==> src/rtl/core/dca_pkg.sv <==
// ----------------------------------------------------------------------------
// dca_pkg
// Types and constants shared by the covariance accumulator modules.
// ----------------------------------------------------------------------------
`default_nettype none
package dca_pkg;
  localparam logic [1:0] REQ_SAMPLE = 2'd0;
  localparam logic [1:0] REQ_READ   = 2'd1;
  localparam logic [1:0] REQ_CLEAR  = 2'd2;

  localparam logic [1:0] ST_OK       = 2'd0;
  localparam logic [1:0] ST_NO_FRAME = 2'd1;
  localparam logic [1:0] ST_RANGE    = 2'd2;

  localparam int unsigned REG_ELEMENT_COUNT = 0;
  localparam int unsigned REG_FIRST_FRAME   = 1;
  localparam int unsigned REG_LAST_FRAME    = 2;

  localparam logic [19:0] FRAMES_MAX = 20'hFFFFF;

  typedef struct packed {
    logic [1:0]         req_type;
    logic signed [23:0] target_coord;
    logic signed [23:0] reference_coord;
    logic               last_in_frame;
    logic [6:0]         row_index;
    logic [6:0]         col_index;
  } req_t;

  typedef struct packed {
    logic signed [63:0] entry_value;
    logic [1:0]         status;
  } rsp_t;

  // Divider handshake between the sequencer and the divide unit.
  typedef struct packed {
    logic               start;
    logic signed [63:0] dividend;
    logic [19:0]        divisor;
  } div_req_t;

  typedef struct packed {
    logic               done;
    logic signed [63:0] quotient;
  } div_rsp_t;
endpackage
`default_nettype wire

==> src/rtl/core/dca_div.sv <==
// ----------------------------------------------------------------------------
// dca_div
// Restoring divider, one quotient bit per cycle, truncating toward zero.
// ----------------------------------------------------------------------------
`default_nettype none
module dca_div (
  input  wire logic              clk,
  input  wire logic              rst_n,
  input  wire dca_pkg::div_req_t req,
  output dca_pkg::div_rsp_t      rsp
);
  logic [63:0] rem_r, rem_nxt;
  logic [63:0] quo_r, quo_nxt;
  logic [19:0] den_r, den_nxt;
  logic        neg_r, neg_nxt;
  logic [6:0]  cnt_r, cnt_nxt;
  logic        busy_r, busy_nxt;
  logic        done_r, done_nxt;
  logic [64:0] shifted;
  logic [64:0] trial;
  logic [63:0] mag;

  // Magnitude of the dividend for the unsigned core.
  assign mag = req.dividend[63] ? (~req.dividend + 64'd1) : req.dividend;
  assign shifted = {rem_r, quo_r[63]};
  assign trial = shifted - {45'd0, den_r};

  // One bit per step.
  always_comb begin
    rem_nxt  = rem_r;
    quo_nxt  = quo_r;
    den_nxt  = den_r;
    neg_nxt  = neg_r;
    cnt_nxt  = cnt_r;
    busy_nxt = busy_r;
    done_nxt = 1'b0;
    if (req.start) begin
      rem_nxt  = 64'd0;
      quo_nxt  = mag;
      den_nxt  = req.divisor;
      neg_nxt  = req.dividend[63];
      cnt_nxt  = 7'd0;
      busy_nxt = 1'b1;
    end else if (busy_r) begin
      if (!trial[64]) begin
        rem_nxt = trial[63:0];
        quo_nxt = {quo_r[62:0], 1'b1};
      end else begin
        rem_nxt = shifted[63:0];
        quo_nxt = {quo_r[62:0], 1'b0};
      end
      cnt_nxt = cnt_r + 7'd1;
      if (cnt_r == 7'd63) begin
        busy_nxt = 1'b0;
        done_nxt = 1'b1;
      end
    end
  end

  always_ff @(posedge clk) begin
    if (!rst_n) begin
      busy_r <= 1'b0;
      done_r <= 1'b0;
    end else begin
      busy_r <= busy_nxt;
      done_r <= done_nxt;
    end
    rem_r <= rem_nxt;
    quo_r <= quo_nxt;
    den_r <= den_nxt;
    neg_r <= neg_nxt;
    cnt_r <= cnt_nxt;
  end

  assign rsp.done     = done_r;
  assign rsp.quotient = neg_r ? (~quo_r + 64'd1) : quo_r;
endmodule
`default_nettype wire

==> config.mk <==
export PLATFORM = sky130hd
export DESIGN_NAME = dca_div
export DESIGN_NICKNAME = d
export VERILOG_FILES = /design/src/rtl/core/dca_pkg.sv /design/src/rtl/core/dca_div.sv
export SDC_FILE = /design/constraint.sdc
export NUM_CORES = 1
export LEC_CHECK = 0
export BUFFER_PORTS_ARGS = -buffer_cell sky130_fd_sc_hd__buf_2
export CAP_MARGIN = 5
export CORE_AREA = 2 2 144 146
export CTS_BUF_LIST = sky130_fd_sc_hd__clkbuf_16
export CTS_CLUSTER_DIAMETER = 30
export CTS_CLUSTER_SIZE = 30
export DETAILED_ROUTE_END_ITERATION = 10
export DIE_AREA = 0 0 146 148
export GPL_ROUTABILITY_DRIVEN = 0
export PLACE_DENSITY = 0.76
export SYNTH_ARGS = -nofsm -noshare
export SYNTH_HDL_FRONTEND = slang
export SYNTH_SLANG_ARGS = --single-unit
==> constraint.sdc <==
create_clock -name clk -period 5.55 [get_ports clk]
set_input_delay 1.11 -clock clk [delete_from_list [all_inputs] [get_ports clk]]
set_output_delay 1.11 -clock clk [all_outputs]
set_load 0.01 [all_outputs]
==> impl_table.tex <==
\begin{tabular}{lr}
\hline
Metric & Value \\
\hline
\multicolumn{2}{l}{\textbf{Run status}} \\
Status & finished clean \\
\multicolumn{2}{l}{\textbf{Floorplan}} \\
Rows & 52 \\
Die Span X & between 100 and 150 um \\
Starting density of the core & 0.545 \\
Number of placed I/O pins & 152 \\
Die extent in y & 148 um \\
Area of the core & 0.0200 mm2 \\
Total Die Area & 0.0216 mm2 \\
\multicolumn{2}{l}{\textbf{Cells and area}} \\
Ratio of cells with drive above 1 in the final layout & 0.164 \\
Total inserted antenna cells & 0 \\
Most used cells in the layout excluding fill and tap cells & buf\_2 (150), nor2\_1 (148), a21oi\_1 (89) \\
Final Core Density & 0.620 \\
Area Overhead vs Synth & 13.7\% \\
Leading cell type in the layout, fill and taps excluded & buf\_2 \\
Layout net count & 1485 \\
Filler cells & 1762 \\
\multicolumn{2}{l}{\textbf{Clocking}} \\
Clock Tree Buf Depth & 2 \\
Post-cts sizing count & 0 \\
Number of H-tree branching levels & 4 \\
TritonCTS clock tree & built \\
Buffers inserted by post-CTS timing repair & 0 \\
CTS Root Buffer Type & clkbuf\_16 \\
Hold Buf Count CTS & 0 \\
Clock slew at the register clock pins of the worst setup and hold paths & 60 ps \\
Clock latency on the worst-skew pair & 430 ps \\
Num CTS Buffers & 17 \\
Number of clock sinks & 158 \\
\multicolumn{2}{l}{\textbf{STA}} \\
Maximum clock frequency & 197 MHz \\
RSZ-0062 raised after global routing & false \\
Setup Viol. Count Final & 0 \\
Shortest period the worst path allows & 5090 ps \\
Final count of hold timing violations & 0 \\
Worst rel slew slack & 0.249 \\
Final-layout setup total negative slack & 0 ps \\
Final clock period utilization by the worst path & 0.916 \\
Transition time of the tightest slew-check pin & 1120 ps \\
Count of final max-slew check failures & 0 \\
Worst clock skew & 10.5 ps \\
\multicolumn{2}{l}{\textbf{Synth}} \\
Net count after synthesis & around 1400 \\
Post-synthesis area per instance & 8.66 um2 \\
Post-Synthesis Cell Area & 0.0109 mm2 \\
Post-synth top flop & edfxtp\_1 \\
Synthesized netlist cell count & 1262 \\
Async set or reset register ratio after synthesis & 0 \\
Cell accounting for the most synthesized area & edfxtp\_1 \\
Share of the synthesized area in the top cell type & 0.234 \\
Synth area leaders & edfxtp\_1 (23\%), dfxtp\_1 (13\%), xor2\_1 (6.9\%), xnor2\_1 (6.7\%), nor2\_1 (5.1\%) \\
Number of synthesized flops with an enable pin & 85 \\
Synth unique cells & 74 \\
Number of synthesized register bits & roughly 160 \\
Seq/Total Area, Yosys & 0.367 \\
Synth Warn \# & 0 \\
\multicolumn{2}{l}{\textbf{Worst setup path}} \\
Kind of launch point of the worst setup path & register \\
Cell breakdown of the critical path & or4\_4 > or4\_4 > or4\_4 > or3\_4 > nand2b\_4 > or3\_4 > o41ai\_4 > xnor2\_1 > buf\_2 \\
Critical Path Most Common Cell & or4\_4 \\
Slowest cell delay on critical path & a little under 600 ps \\
Path type of the worst setup path & register to primary output \\
Data required time at the worst endpoint & 4440 ps \\
Worst-path fanout max & 7 \\
Endpoint type of the worst setup path & primary output \\
Arrival time worst endpoint & around 4000 ps \\
Master of the slowest instance on the critical path & or4\_4 \\
\multicolumn{2}{l}{\textbf{Placed design}} \\
Total half-perimeter wirelength after legalization and detailed placement & between 15000 and 20000 um \\
Port-buffer cells & 151 \\
\multicolumn{2}{l}{\textbf{Global routing}} \\
GRT overflow & 0 \\
Antenna violations before repair & 0 \\
Global-route wire length before repair & 44600 um \\
Total GRT Usage & 0.248 \\
Pin count of the biggest net entering global routing & between 100 and 150 \\
Number of global-route vias before repair & between 9000 and 10000 \\
\multicolumn{2}{l}{\textbf{Route}} \\
Total wire length & about 27000 um \\
Post-route antenna net violation count & 0 \\
Vias per std cell & 5.96 \\
Routed via count & 9870 \\
Routed wirelength normalized by instance count & 16.3 um \\
Initial detailed-routing violation count & 657 \\
Router iterations before antenna repair & 5 \\
Residual DRC & 0 \\
\multicolumn{2}{l}{\textbf{Power and ir drop}} \\
Leak & 4.66 nW \\
Max VDD drop & 0.235 mV \\
Power density of the placed cells & 302 mW/mm2 \\
\multicolumn{2}{l}{\textbf{Run}} \\
Maximum Capacitance Violations & 0 \\
\multicolumn{2}{l}{\textbf{Min path}} \\
Type of the worst min-delay path & register to register \\
\hline
\end{tabular}
[per-stage QoR]
stage	setup slack, ps	power (mW)	hold slack (ps)	cells	instance area (um2)
2_1_floorplan	1210	2.21	453	1262	10900
3_3_place_gp	998	2.50	462	1625	11800
3_5_place_dp	920	2.52	477	1625	11800
4_1_cts	458	3.75	485	1657	12400
5_1_grt	325	3.94	510	1657	12400
6_report	464	3.75	483	1657	12400
[where the power goes]
part | leakage, nW | internal (mW) | switching, mW
logic | 2.92 | 0.426 | 0.586
registers | 1.43 | 1.37 | 0.135
clock network | 0.307 | 0.751 | 0.482
[synthesized netlist by cell type (all sizes together) (24+ instances only)]
master,number
a211oi,31
a21oi,89
clkbuf,55
dfxtp,73
edfxtp,85
inv,37
nand2,88
nand3,24
nor2,148
nor3,26
nor4,24
o21ai,82
o31ai,40
or3,41
or4,32
xnor2,84
xor2,86
[state kept, by name, summed over array words and instances, names as in the netlist]
register,count
cnt_r,7
rem_r,64
busy_r,1
done_r,1
den_r,20
neg_r,1
quo_r,64
[layout make-up]
class,instances,area (um2),share of cell area
clock buffer,17,425,0.0343
multi-input combinational,1000,6470,0.521
tap,270,338,0.0272
sequential,158,4020,0.323
clock inverter,15,196,0.0158
inverter,37,139,0.0112
timing repair buffer,160,830,0.0668
[kinds of logic (layout without fill, tap and decap cells)]
logic type	Yosys count	in the layout	synth area share
adder cells (fa/ha/maj)	24	24	0.0282
AO/OA/AOI/OAI	319	319	0.189
buffers and inverters	104	229	0.0401
XOR/XNOR	170	170	0.136
AND/OR/NAND/NOR	465	465	0.219
flip-flops	158	158	0.367
multiplexers	22	22	0.0204
[final timing paths]
| path | startpoint | end | slack, ps | cells past startpoint |
|---|---|---|---|---|
| setup / recovery | quo_r[16]$_DFFE_PP_ | rsp[63] | 460 | 9 |
| hold / removal | rem_r[1]$_SDFFE_PP0P_ | rem_r[1]$_SDFFE_PP0P_ | 480 | 2 |
| hold reg to reg | rem_r[1]$_SDFFE_PP0P_ | rem_r[1]$_SDFFE_PP0P_ | 480 | 2 |
| setup reg to reg | quo_r[63]$_DFFE_PP_ | rem_r[47]$_SDFFE_PP0P_ | 1400 | 11 |
[layer usage]
metal / vias up / share of wire / routed length (um) / global-route usage
met3: 46 / 0.072 / 1940 / 0.0472
li1: 4874 / - / - / -
met4: 0 / 0.025 / 681 / 0.0859
met2: 349 / 0.47 / 12600 / 0.408
met1: 4601 / 0.44 / 11800 / 0.331
met5: - / 0 / 0 / 0
[critical path, delay by kind of cell, from the launching register on]
family / cells / cell delay (ps)
simple gates: 6 / 2540
buf+inv: 1 / 160
compound gates: 1 / 230
flops: 1 / 430
xor+xnor: 1 / 170
(Power assumes the default switching activity.)
